[config.mk]
export PLATFORM = sky130hd
export DESIGN_NAME = yaw_unwrap_base_offset_unit
export DESIGN_NICKNAME = d
export VERILOG_FILES = /design/src/rtl/yawu_pkg.sv /design/src/rtl/yawu_offset_calc.sv /design/src/rtl/yaw_unwrap_base_offset_unit.sv
export SDC_FILE = /design/constraint.sdc
export NUM_CORES = 1
export LEC_CHECK = 0
export BUFFER_PORTS_ARGS = -buffer_cell sky130_fd_sc_hd__buf_2
export CORE_UTILIZATION = 40
export DETAILED_ROUTE_END_ITERATION = 12
export GPL_ROUTABILITY_DRIVEN = 1
export PLACE_DENSITY = 0.62
export REMOVE_ABC_BUFFERS = 1
export SYNTH_ARGS = -nofsm -noshare
export SYNTH_HDL_FRONTEND = slang
export SYNTH_SLANG_ARGS = --single-unit
export TNS_END_PERCENT = 50
[constraint.sdc]
create_clock -name clk -period 9.1 [get_ports clk]
set_clock_uncertainty 0.15 [all_clocks]
set_input_delay 0.91 -clock clk [delete_from_list [all_inputs] [get_ports clk]]
set_output_delay 0.91 -clock clk [all_outputs]
set_load 0.05 [all_outputs]
[src/rtl/yawu_pkg.sv]
// Shared constants and types for the yaw unwrap and base offset unit.
`timescale 1ns / 1ps

package yawu_pkg;

    // Turn counter width and the fixed field widths.
    localparam int COUNT_WIDTH = 16;
    localparam int YAW_W       = 17;
    localparam int MODE_W      = 2;
    localparam int OFFSET_W    = 32;

    // count*36000 fits in COUNT_WIDTH+16 bits; adding a 17-bit yaw needs one more.
    localparam int ABS_W = COUNT_WIDTH + YAW_W;
    // Width used for the 32-bit saturation compare.
    localparam int EXT_W = (ABS_W > OFFSET_W + 1) ? ABS_W : OFFSET_W + 1;

    // Angles in hundredths of a degree.
    localparam int FULL_TURN    = 36000;
    localparam int HALF_TURN    = 18000;
    localparam int QUARTER_TURN = 9000;
    localparam int EIGHTH_TURN  = 4500;

    // Residue width: values below a half turn.
    localparam int RES_W = 15;

    typedef enum logic [MODE_W-1:0] {
        MODE_ABSOLUTE = 2'd0,
        MODE_HALF     = 2'd1,
        MODE_QUARTER  = 2'd2,
        MODE_ABS_ALT  = 2'd3
    } mode_t;

endpackage

[src/rtl/yawu_offset_calc.sv]
// Absolute angle, saturation and base point fold for one registered sample.
`timescale 1ns / 1ps

module yawu_offset_calc
    import yawu_pkg::*;
(
    input  logic signed [COUNT_WIDTH-1:0] turn_count,
    input  logic signed [YAW_W-1:0]       yaw,
    input  mode_t                         mode,
    output logic signed [OFFSET_W-1:0]    offset
);

    localparam logic signed [ABS_W-1:0]   FULL_TURN_S = ABS_W'(FULL_TURN);
    localparam logic signed [YAW_W+1:0]   MOD_BIAS    = (YAW_W+2)'(4 * HALF_TURN);
    localparam logic [YAW_W:0]            SUB4        = (YAW_W+1)'(4 * HALF_TURN);
    localparam logic [YAW_W:0]            SUB2        = (YAW_W+1)'(2 * HALF_TURN);
    localparam logic [YAW_W:0]            SUB1        = (YAW_W+1)'(HALF_TURN);
    localparam logic [RES_W-1:0]          HALF_R      = RES_W'(HALF_TURN);
    localparam logic [RES_W-1:0]          QUARTER_R   = RES_W'(QUARTER_TURN);
    localparam logic [RES_W-1:0]          EIGHTH_R    = RES_W'(EIGHTH_TURN);
    localparam logic signed [EXT_W-1:0]   SAT_MAX     = EXT_W'({1'b0, {(OFFSET_W-1){1'b1}}});
    localparam logic signed [EXT_W-1:0]   SAT_MIN     = -SAT_MAX - EXT_W'(1);

    logic signed [ABS_W-1:0]    count_ext;
    logic signed [ABS_W-1:0]    turns_ang;
    logic signed [ABS_W-1:0]    abs_ang;
    logic signed [EXT_W-1:0]    abs_ext;
    logic                       abs_neg;
    logic signed [YAW_W+1:0]    biased;
    logic [YAW_W:0]             m_a;
    logic [YAW_W:0]             m_b;
    logic [YAW_W:0]             m_c;
    logic [RES_W-1:0]           m_half;
    logic [RES_W-1:0]           m_quarter;
    logic signed [RES_W:0]      fold_half;
    logic signed [RES_W:0]      fold_quarter;
    logic signed [OFFSET_W-1:0] abs_sat;

    // Whole turns are multiples of both base spacings, so only the yaw
    // residue and the sign of the absolute angle decide the fold.
    assign count_ext = ABS_W'(turn_count);
    assign turns_ang = count_ext * FULL_TURN_S;
    assign abs_ang   = turns_ang + ABS_W'(yaw);
    assign abs_ext   = EXT_W'(abs_ang);
    assign abs_neg   = abs_ang[ABS_W-1];

    // Floor residue of yaw modulo a half turn, by three compare-subtract steps.
    assign biased = (YAW_W+2)'(yaw) + MOD_BIAS;
    assign m_a    = biased[YAW_W:0];
    assign m_b    = (m_a >= SUB4) ? m_a - SUB4 : m_a;
    assign m_c    = (m_b >= SUB2) ? m_b - SUB2 : m_b;

    always_comb
    begin
        m_half    = (m_c >= SUB1) ? RES_W'(m_c - SUB1) : RES_W'(m_c);
        m_quarter = (m_half >= QUARTER_R) ? m_half - QUARTER_R : m_half;

        // Truncating division gives a negative remainder for negative angles,
        // which only changes the result exactly at the fold limit.
        if ((m_half > QUARTER_R) || ((m_half == QUARTER_R) && abs_neg))
        begin
            fold_half = $signed({1'b0, m_half}) - $signed({1'b0, HALF_R});
        end
        else
        begin
            fold_half = $signed({1'b0, m_half});
        end

        if ((m_quarter > EIGHTH_R) || ((m_quarter == EIGHTH_R) && abs_neg))
        begin
            fold_quarter = $signed({1'b0, m_quarter}) - $signed({1'b0, QUARTER_R});
        end
        else
        begin
            fold_quarter = $signed({1'b0, m_quarter});
        end

        if (abs_ext > SAT_MAX)
        begin
            abs_sat = SAT_MAX[OFFSET_W-1:0];
        end
        else if (abs_ext < SAT_MIN)
        begin
            abs_sat = SAT_MIN[OFFSET_W-1:0];
        end
        else
        begin
            abs_sat = abs_ext[OFFSET_W-1:0];
        end

        case (mode)
            MODE_HALF:    offset = OFFSET_W'(fold_half);
            MODE_QUARTER: offset = OFFSET_W'(fold_quarter);
            default:      offset = abs_sat;
        endcase
    end

endmodule

[src/rtl/yaw_unwrap_base_offset_unit.sv]
// Top level of the multi-turn yaw unwrap and base point offset unit.
`timescale 1ns / 1ps

// Takes one wrapped yaw sample per transfer and returns one offset per sample,
// in hundredths of a degree. The unit accepts a new sample every clock cycle
// while the receiver does not hold the output. The transfer edge loads the
// sample stage, and a later edge loads the output register once the output
// is not held by the receiver. The turn counter is updated in the same cycle
// the sample is taken. Mode 0 or 3 returns the saturated absolute angle,
// mode 1 the offset to the nearest multiple of 180 degrees and mode 2 to the
// nearest multiple of 90 degrees. Reset clears the previous sample and the
// turn count to zero.
module yaw_unwrap_base_offset_unit
    import yawu_pkg::*;
(
    input  logic                       clk,
    input  logic                       rst_n,
    input  logic                       in_valid,
    output logic                       in_ready,
    input  logic signed [YAW_W-1:0]    yaw,
    input  logic [MODE_W-1:0]          mode,
    output logic                       out_valid,
    input  logic                       out_ready,
    output logic signed [OFFSET_W-1:0] offset
);

    localparam logic signed [COUNT_WIDTH-1:0] CNT_MAX = {1'b0, {(COUNT_WIDTH-1){1'b1}}};
    localparam logic signed [COUNT_WIDTH-1:0] CNT_MIN = {1'b1, {(COUNT_WIDTH-1){1'b0}}};
    localparam logic signed [YAW_W:0]         JUMP_POS = (YAW_W+1)'(HALF_TURN);
    localparam logic signed [YAW_W:0]         JUMP_NEG = -JUMP_POS;

    logic signed [YAW_W-1:0]       last_yaw_reg;
    logic signed [COUNT_WIDTH-1:0] count_reg;
    logic signed [COUNT_WIDTH-1:0] count_next;
    logic                          s1_valid_reg;
    logic signed [YAW_W-1:0]       s1_yaw_reg;
    mode_t                         s1_mode_reg;
    logic signed [COUNT_WIDTH-1:0] s1_count_reg;
    logic                          out_valid_reg;
    logic signed [OFFSET_W-1:0]    offset_reg;
    logic signed [OFFSET_W-1:0]    offset_next;
    logic signed [YAW_W:0]         diff;
    logic                          s1_advance;
    logic                          in_xfer;

    assign s1_advance = !out_valid_reg || out_ready;
    assign in_ready   = !s1_valid_reg || s1_advance;
    assign in_xfer    = in_valid && in_ready;
    assign out_valid  = out_valid_reg;
    assign offset     = offset_reg;

    assign diff = (YAW_W+1)'(yaw) - (YAW_W+1)'(last_yaw_reg);

    always_comb
    begin
        count_next = count_reg;
        if (diff > JUMP_POS)
        begin
            if (count_reg != CNT_MIN)
            begin
                count_next = count_reg - COUNT_WIDTH'(1);
            end
        end
        else if (diff < JUMP_NEG)
        begin
            if (count_reg != CNT_MAX)
            begin
                count_next = count_reg + COUNT_WIDTH'(1);
            end
        end
    end

    yawu_offset_calc u_calc (
        .turn_count (s1_count_reg),
        .yaw        (s1_yaw_reg),
        .mode       (s1_mode_reg),
        .offset     (offset_next)
    );

    always_ff @(posedge clk or negedge rst_n)
    begin
        if (!rst_n)
        begin
            last_yaw_reg  <= '0;
            count_reg     <= '0;
            s1_valid_reg  <= 1'b0;
            out_valid_reg <= 1'b0;
        end
        else
        begin
            if (in_xfer)
            begin
                last_yaw_reg <= yaw;
                count_reg    <= count_next;
            end
            if (in_ready)
            begin
                s1_valid_reg <= in_valid;
            end
            if (s1_advance)
            begin
                out_valid_reg <= s1_valid_reg;
            end
        end
    end

    always_ff @(posedge clk)
    begin
        if (in_xfer)
        begin
            s1_yaw_reg   <= yaw;
            s1_mode_reg  <= mode_t'(mode);
            s1_count_reg <= count_next;
        end
        if (s1_advance && s1_valid_reg)
        begin
            offset_reg <= offset_next;
        end
    end

endmodule

==> impl_metrics.py, run 1 <==
metrics = {
    "outcome": {
        "status": "finished clean",
    },
    "floorplan": {
        "rows": 64,
        "coreArea_um2": 30700,
        "io_pins": 57,
        "dieArea_um2": 32000,
        "fp.dieH_um": 179,
        "die_w_um": 179,
        "initial_core_util_pct": 40.8,
    },
    "yosys": {
        "syn_area_um2": 12500,
        "ys_async_sr_fraction_pct": 34.3,
        "synth_commonest_cells": "inv_1, ha_1, nor2_1, nand2_1, xnor2_1",
        "synth_edf_count": 67,
        "ys_ff_latch": 102,
        "synth_area_leaders": "edfxtp_1, ha_1, dfrtp_1, xnor2_1, fa_1",
        "synth_most_common_cell": "inv_1",
        "synth_cell_types": 109,
        "yosysTopAreaCellShare_pct": 16.1,
        "ys_seq_area_share_pct": 23.1,
        "syn_avg_cell_area_um2": 8.60,
        "synthFlopType": "edfxtp_1",
        "netlist_instances": 1455,
        "synth_warnings": 0,
        "yosysTopAreaCell": "edfxtp_1",
    },
    "global_routing": {
        "antenna_found_initial": 0,
        "grt_pass1_wl_um": 51800,
        "grt_overflow_total": 0,
        "grt_max_degree": 49,
        "track_usage_pct": 20.1,
        "grt_pass1_vias": 10358,
    },
    "worst_hold_path": {
        "min_from": "last_yaw_reg[0]",
        "worstHoldPathType": "reg -> reg",
    },
    "placed_design": {
        "portBuffers": 56,
        "hpwl_um": 24600,
        "dp_cells": 1882,
        "pre_cts_ws_ns": -0.0176,
        "place_area_um2": 13200,
        "gp_congestion": 0.969,
    },
    "detailed_routing": {
        "wl_per_cell_um": 16.3,
        "vias_per_cell": 5.64,
        "drcViolationCount": 0,
        "first_pass_iters": 7,
        "drtIter0Drc": 825,
        "wl_um": 31000,
        "ant_nets": 0,
        "vias": 10745,
    },
    "clock_tree": {
        "insertion_delay_ns": 0.37,
        "clock-sinks": 102,
        "cts.clk_slew.worst_paths_ns": 0.08,
        "clk_path_buf_depth": 2,
        "cts_tree": "built",
        "postCtsHoldBufs": 0,
        "htreeDepth": 3,
        "clockRootBuffer": "clkbuf_16",
        "cts-buffers-inserted": 9,
    },
    "critical_path": {
        "cpPeakStageDelay_ns": 0.60,
        "cp-end-kind": "flip-flop",
        "slowest_stage": "fa_2",
        "crit_start": "s1_count_reg[4]",
        "required_ns": 9.06,
        "worst-setup-path-type": "reg -> reg",
        "cp_max_fo": 7,
        "reg2reg_from": "s1_count_reg[4]",
        "startpoint_type": "flip-flop",
        "worstPathArrival_ns": 8.62,
    },
    "final_layout": {
        "finalNetCount": 1699,
        "n_fill_cell": 3023,
        "final_cell_area_um2": 13600,
        "drive_above_1_share_pct": 11.7,
        "largest_reg_flops": 32,
        "fin_util_pct": 44.5,
        "syn_to_final_growth_pct": 9.13,
        "fin_cells": 1904,
        "antenna_cells": 0,
    },
    "timing": {
        "maxSlewViolCount": 0,
        "hold_viol": 0,
        "setup_ws_ns": 0.440,
        "fmax_mhz": 115,
        "setup_viol": 0,
        "finalCritPeriodShare_pct": 95.2,
        "slew_headroom_pct": 40.8,
        "worst_pin_slew_ns": 0.888,
        "fin_crit_ns": 8.66,
    },
    "flow_run": {
        "maxCapViolCount": 0,
    },
}
-- cells in the final DEF, fill, tap and decap left out, types with 7 or more instances in the layout --
cell type / netlist / final
a211oi_1: 17 / 17
a21boi_0: 15 / 14
a21o_1: 22 / 22
a21oi_1: 83 / 78
a21oi_2: 4 / 9
a31o_2: 7 / 7
a31oi_1: 18 / 18
and2_1: 15 / 14
and3_1: 11 / 11
buf_2: 8 / 56
buf_4: 6 / 25
clkbuf_16: 0 / 9
dfrtp_1: 35 / 35
edfxtp_1: 67 / 67
fa_1: 38 / 37
ha_1: 135 / 134
inv_1: 141 / 140
mux2_2: 9 / 9
mux2i_1: 14 / 14
nand2_1: 110 / 109
nand2b_1: 19 / 19
nand3_1: 35 / 35
nand4_1: 9 / 9
nor2_1: 114 / 114
nor2b_1: 15 / 15
nor3_1: 31 / 31
o211a_1: 8 / 8
o211ai_1: 15 / 15
o21a_1: 14 / 14
o21ai_0: 77 / 76
o21ai_1: 10 / 11
o21bai_1: 13 / 13
o22ai_1: 17 / 17
o31ai_1: 10 / 10
o32ai_1: 8 / 8
or3_1: 22 / 22
xnor2_1: 92 / 89
xor2_1: 27 / 27
-- critical path, delay by kind of cell (launching register included) --
family | cells | cell delay [ns]
fa+ha+maj | 6 | 1.97
compound gates | 26 | 4.39
buf+inv | 3 | 0.31
flops | 1 | 0.39
xor+xnor | 3 | 0.54
simple gates | 5 | 0.66
-- routing by layer --
metal	vias to the layer above	global-route usage, %	wire [um]
met5	-	0	0
met4	0	7.06	805
met3	56	2.50	1610
met2	283	31.3	13500
met1	5058	28.2	15000
li1	5348	-	-
-- final cells by class --
class / instances / area (um2) / share of cell area (%)
Multi-Input combinational cell: 1165 / 8970 / 65.7
Sequential cell: 102 / 2890 / 21.2
Inverter: 143 / 537 / 3.93
Tap cell: 396 / 495 / 3.63
Timing Repair Buffer: 82 / 479 / 3.51
Clock buffer: 10 / 229 / 1.68
Clock inverter: 6 / 51.3 / 0.376
-- timing repair --
action / 4_1_cts / 5_1_grt
gates resized for setup: 0 / 20
pin swaps: 0 / 11
buffers inserted: 0 / 5
endpoints found under the setup margin: 23 / 29
cloned: 0 / 1
-- cells by family after synthesis --
group | count (synthesis) | share of synthesized area, %
fa+ha+maj | 175 | 19.7
compound gates | 412 | 23.2
mux | 24 | 2.05
flops | 102 | 23.1
buf+inv | 189 | 5.99
xor+xnor | 124 | 9.07
simple gates | 429 | 16.9
-- metrics by stage --
step	TNS, ns	hold WS (ns)
6_report	0	0.357
5_1_grt	-0.0136	0.390
4_1_cts	-1.27	0.357
3_5_place_dp	-0.0768	0.334
3_3_place_gp	0	0.320
2_1_floorplan	0	0.299
-- path summary, 6_finish.rpt --
check                             endpoint  slack (ns)  depth (start not counted)
hold reg to reg            last_yaw_reg[0]        0.36                          2
max in group asynchronous     count_reg[3]        7.73                          1
setup reg to reg                 offset[7]        0.44                         43
min in group asynchronous    count_reg[14]        0.51                          1
hold / removal             last_yaw_reg[0]        0.36                          2
setup / recovery                 offset[7]        0.44                         43
Power of run 1 is not shown: default switching activity piles up to over one toggle a cycle in this logic, so the estimate is an artifact.
==> inputs of run 2 (changes only) <==
--- a/config.mk
+++ b/config.mk
@@ -9,7 +9,7 @@
 export CORE_UTILIZATION = 40
 export DETAILED_ROUTE_END_ITERATION = 12
 export GPL_ROUTABILITY_DRIVEN = 1
-export PLACE_DENSITY = 0.62
+export PLACE_DENSITY = 0.6
 export REMOVE_ABC_BUFFERS = 1
 export SYNTH_ARGS = -nofsm -noshare
 export SYNTH_HDL_FRONTEND = slang
==> constraint.sdc (replaced) <==
create_clock -name clk -period 8.2 [get_ports clk]
set_clock_uncertainty 0.15 [all_clocks]
set_input_delay 0.82 -clock clk [delete_from_list [all_inputs] [get_ports clk]]
set_output_delay 0.82 -clock clk [all_outputs]
set_load 0.05 [all_outputs]
==> impl_metrics.py, run 2 (synthesized netlist as in run 1, its figures left out) <==
metrics = {
    "outcome": {
        "status": "finished with violations",
        "violations": "negative setup slack",
    },
    "critical_path": {
        "worstPathArrival_ns": 8.49,
        "cpPeakStageDelay_ns": 0.53,
        "slowest_stage": "o41a_1",
        "startpoint_type": "flip-flop",
        "cp-end-kind": "flip-flop",
        "worst-setup-path-type": "reg -> reg",
        "required_ns": 8.16,
        "cp_max_fo": 4,
        "crit_top_cell": "a21oi_2",
    },
    "final_layout": {
        "drive_above_1_share_pct": 19.7,
        "finalNetCount": 1795,
        "syn_to_final_growth_pct": 18.0,
        "fin_cells": 2000,
        "antenna_cells": 0,
        "multi_input_comb_area_um2": 9280,
        "final_common_cell": "inv_1",
        "n_fill_cell": 2969,
        "regArea_um2": 2890,
        "largest_reg_flops": 32,
        "layout_common_cells": "inv_1, ha_1, nor2_1",
    },
    "timing": {
        "setup_ws_ns": -0.337,
        "setup_viol": 29,
        "worst_pin_slew_ns": 0.874,
        "fin_crit_ns": 8.54,
        "maxSlewViolCount": 0,
        "slew_headroom_pct": 41.8,
        "finalCritPeriodShare_pct": 104,
        "fmax_mhz": 117,
        "rsz0062_at_grt": "true",
        "hold_viol": 0,
    },
    "detailed_routing": {
        "wl_per_cell_um": 16.1,
        "highest_layer": "met4",
        "vias": 10985,
        "wl_um": 32100,
        "dr_wl_met3_um": 1350,
        "first_pass_iters": 5,
        "wl_met1_um": 15600,
        "ant_nets": 0,
        "vias_per_cell": 5.49,
        "drcViolationCount": 0,
        "drtIter0Drc": 670,
        "wl_met2_um": 14600,
    },
    "floorplan": {
        "fp.dieH_um": 179,
        "io_pins": 57,
        "dieArea_um2": 32000,
        "initial_core_util_pct": 40.8,
        "rows": 64,
        "coreArea_um2": 30700,
        "die_w_um": 179,
    },
    "clock_tree": {
        "clockRootBuffer": "clkbuf_16",
        "cts-buffers-inserted": 9,
        "clock-sinks": 102,
        "insertion_delay_ns": 0.37,
        "clk_path_buf_depth": 2,
        "cts.clk_slew.worst_paths_ns": 0.07,
        "cts_tree": "built",
        "postCtsHoldBufs": 0,
        "htreeDepth": 3,
    },
    "flow_run": {
        "maxCapViolCount": 0,
    },
    "placed_design": {
        "portBuffers": 56,
        "gp_congestion": 0.981,
        "pre_cts_ws_ns": -0.654,
        "hpwl_um": 25300,
        "dp_cells": 1958,
    },
    "global_routing": {
        "antenna_found_initial": 0,
        "grt_pass1_vias": 10557,
        "grt_overflow_total": 0,
        "track_usage_pct": 20.6,
        "grt_pass1_wl_um": 52800,
        "grt_max_degree": 84,
    },
    "worst_hold_path": {
        "worstHoldPathType": "reg -> reg",
    },
}
[run 2: cell count changes in the layout (fill, tap and decap cells not counted), sizes merged]
cell	delta
o21ai	-1
clkinv	+2
clkbuf	+1
inv	-2
buf	+96
[run 2: worst paths after layout]
kind	from	end	slack, ns	depth (start not counted)
setup / recovery	s1_count_reg[7]	offset[5]	-0.34	40
hold / removal	s1_valid_reg	out_valid	0.35	1
setup reg to reg	s1_count_reg[7]	offset[5]	-0.34	40
hold reg to reg	s1_valid_reg	out_valid	0.35	1
max in group asynchronous	rst_n	last_yaw_reg[6]	6.93	1
min in group asynchronous	rst_n	count_reg[14]	0.42	1
[run 2: final cells by class]
type	count	area share (%)
Clock inverter	6	0.382
Tap cell	396	3.36
Sequential cell	102	19.6
Multi-Input combinational cell	1164	62.9
Clock buffer	10	1.55
Inverter	143	3.64
Timing Repair Buffer	179	8.59
[run 2: worst max-delay path, delay by kind of cell, from the launching register on]
family          cells  cell delay (ns)
buf+inv             3             0.51
compound gates     22             3.56
mux                 1             0.24
flops               1             0.44
xor+xnor            3             0.57
simple gates        5             0.70
fa+ha+maj           6             2.09
[run 2: timing repair]
action,in CTS,in global routing
cloned,0,1
resized for setup,41,39
setup buffers,20,6
endpoints found under the setup margin,29,32
pin swaps,35,37
[run 2: per-layer routing]
metal / vias to the layer above / global-route usage [%]
met5: - / 0
met4: 0 / 4.98
met3: 44 / 2.48
met2: 279 / 33.7
met1: 5139 / 28.6
li1: 5523 / -
[run 2: per-stage QoR]
step,TNS [ns],hold slack (ns),area (um2),utilization (%)
2_1_floorplan,-8.45,0.299,12300,-
3_3_place_gp,-13.53,0.321,13800,45.0
3_5_place_dp,-17.13,0.334,13800,45.0
4_1_cts,-0.997,0.352,14500,47.1
5_1_grt,-21.07,0.377,14800,48.1
6_report,-6.81,0.350,14800,48.1
Power of run 2 is left out for the same reason.
==> inputs of run 3 (changes only) <==
--- a/config.mk
+++ b/config.mk
@@ -6,6 +6,7 @@
 export NUM_CORES = 1
 export LEC_CHECK = 0
 export BUFFER_PORTS_ARGS = -buffer_cell sky130_fd_sc_hd__buf_2
+export CORE_ASPECT_RATIO = 0.6
 export CORE_UTILIZATION = 40
 export DETAILED_ROUTE_END_ITERATION = 12
 export GPL_ROUTABILITY_DRIVEN = 1
==> impl_metrics.py, run 3 (synthesized netlist as in run 1, its figures left out) <==
metrics = {
    "placed_design": {
        "gp_congestion": 0.946,
        "portBuffers": 56,
        "pre_cts_ws_ns": -0.833,
        "hpwl_um": 28400,
    },
    "clock_tree": {
        "cts_tree": "built",
        "cts.clk_slew.worst_paths_ns": 0.08,
        "clock-sinks": 102,
        "clockRootBuffer": "clkbuf_16",
        "clk_path_buf_depth": 2,
        "postCtsHoldBufs": 0,
        "cts-buffers-inserted": 9,
        "htreeDepth": 3,
        "insertion_delay_ns": 0.38,
    },
    "timing": {
        "fin_crit_ns": 8.37,
        "finalCritPeriodShare_pct": 102,
        "setup_viol": 18,
        "slew_headroom_pct": 42.3,
        "hold_viol": 0,
        "rsz0062_at_grt": "true",
        "maxSlewViolCount": 0,
        "fmax_mhz": 119,
        "worst_pin_slew_ns": 0.862,
        "setup_ws_ns": -0.169,
    },
    "detailed_routing": {
        "wl_um": 34900,
        "drtIter0Drc": 1235,
        "drcViolationCount": 0,
        "vias": 11198,
        "ant_nets": 0,
        "vias_per_cell": 5.59,
        "wl_per_cell_um": 17.4,
        "first_pass_iters": 5,
    },
    "final_layout": {
        "fin_util_pct": 47.9,
        "syn_to_final_growth_pct": 16.3,
        "drive_above_1_share_pct": 18.1,
        "final_common_cell": "inv_1",
        "largest_reg_flops": 32,
        "finalNetCount": 1785,
        "antenna_cells": 0,
        "n_fill_cell": 2949,
        "layout_common_cells": "inv_1, ha_1, nor2_1",
    },
    "worst_hold_path": {
        "worstHoldPathType": "reg -> reg",
    },
    "critical_path": {
        "cp_max_fo": 7,
        "cp-end-kind": "flip-flop",
        "crit_top_cell": "a21oi_2",
        "r2r_slack_ns": -0.17,
        "worst-setup-path-type": "reg -> reg",
        "slowest_stage": "fa_1",
        "required_ns": 8.16,
        "worstPathBufferInverterCount": 5,
        "startpoint_type": "flip-flop",
        "cpPeakStageDelay_ns": 0.53,
        "worstPathArrival_ns": 8.33,
        "crit_family": "compound AO/OA/AOI/OAI gates",
    },
    "outcome": {
        "status": "finished with violations",
        "violations": "negative setup slack",
    },
    "global_routing": {
        "grt_max_degree": 60,
        "track_usage_pct": 22.2,
        "grt_overflow_total": 0,
        "antenna_found_initial": 0,
        "grt_pass1_vias": 10332,
        "grt_pass1_wl_um": 56300,
    },
    "floorplan": {
        "dieArea_um2": 32000,
        "coreArea_um2": 30300,
        "die_w_um": 230,
        "fp.dieH_um": 139,
        "io_pins": 57,
        "rows": 49,
        "initial_core_util_pct": 41.2,
    },
    "flow_run": {
        "maxCapViolCount": 0,
    },
}
run 3: changes by cell type in the layout (fill, tap and decap cells not counted), moves of 3 or more:
| cell | delta |
|---|---|
| o22ai_4 | -3 |
| o22ai_2 | -9 |
| o21ai_1 | +3 |
| buf_4 | -7 |
| buf_6 | -4 |
| o22ai_1 | +12 |
run 3: final cells by class:
cell class | instances | area [um2] | share of cell area, %
repair buffers | 169 | 1190 | 8.18
multi-input cells | 1164 | 9130 | 62.8
inverters | 143 | 537 | 3.69
flip-flops and latches | 102 | 2890 | 19.9
well taps | 408 | 510 | 3.51
clock inverters | 7 | 66.3 | 0.456
clock buffers | 9 | 225 | 1.55
run 3: timing repair:
action,4_1_cts,5_1_grt
gates cloned,0,1
buffers inserted,11,4
gates resized for setup,43,13
pin swaps,49,40
setup endpoints to repair,29,29
run 3: path summary, 6_finish.rpt:
path	from	endpoint	cells past startpoint
max in group asynchronous	rst_n	last_yaw_reg[12]	1
min in group asynchronous	rst_n	count_reg[14]	1
setup / recovery	s1_count_reg[6]	offset[12]	45
hold reg to reg	s1_valid_reg	out_valid	1
hold / removal	s1_valid_reg	out_valid	1
setup reg to reg	s1_count_reg[6]	offset[12]	45
run 3: metrics by stage:
| step | cells | instance area [um2] | TNS (ns) | hold slack (ns) |
|---|---|---|---|---|
| CTS | 1997 | 14400 | -1.46 | 0.347 |
| floorplan | 1409 | 12300 | -8.45 | 0.299 |
| detailed placement | 1970 | 13800 | -21.81 | 0.322 |
| global route | 2002 | 14500 | -11.82 | 0.384 |
| finish | 2002 | 14500 | -1.10 | 0.344 |
| global placement | 1970 | 13800 | -14.59 | 0.321 |
run 3: metal layers:
metal	track usage (%)	wire, um
met5	1.49	57
met4	3.90	315
met3	6.52	3480
met2	27.5	12500
met1	36.2	18500
Power of run 3 is left out for the same reason.
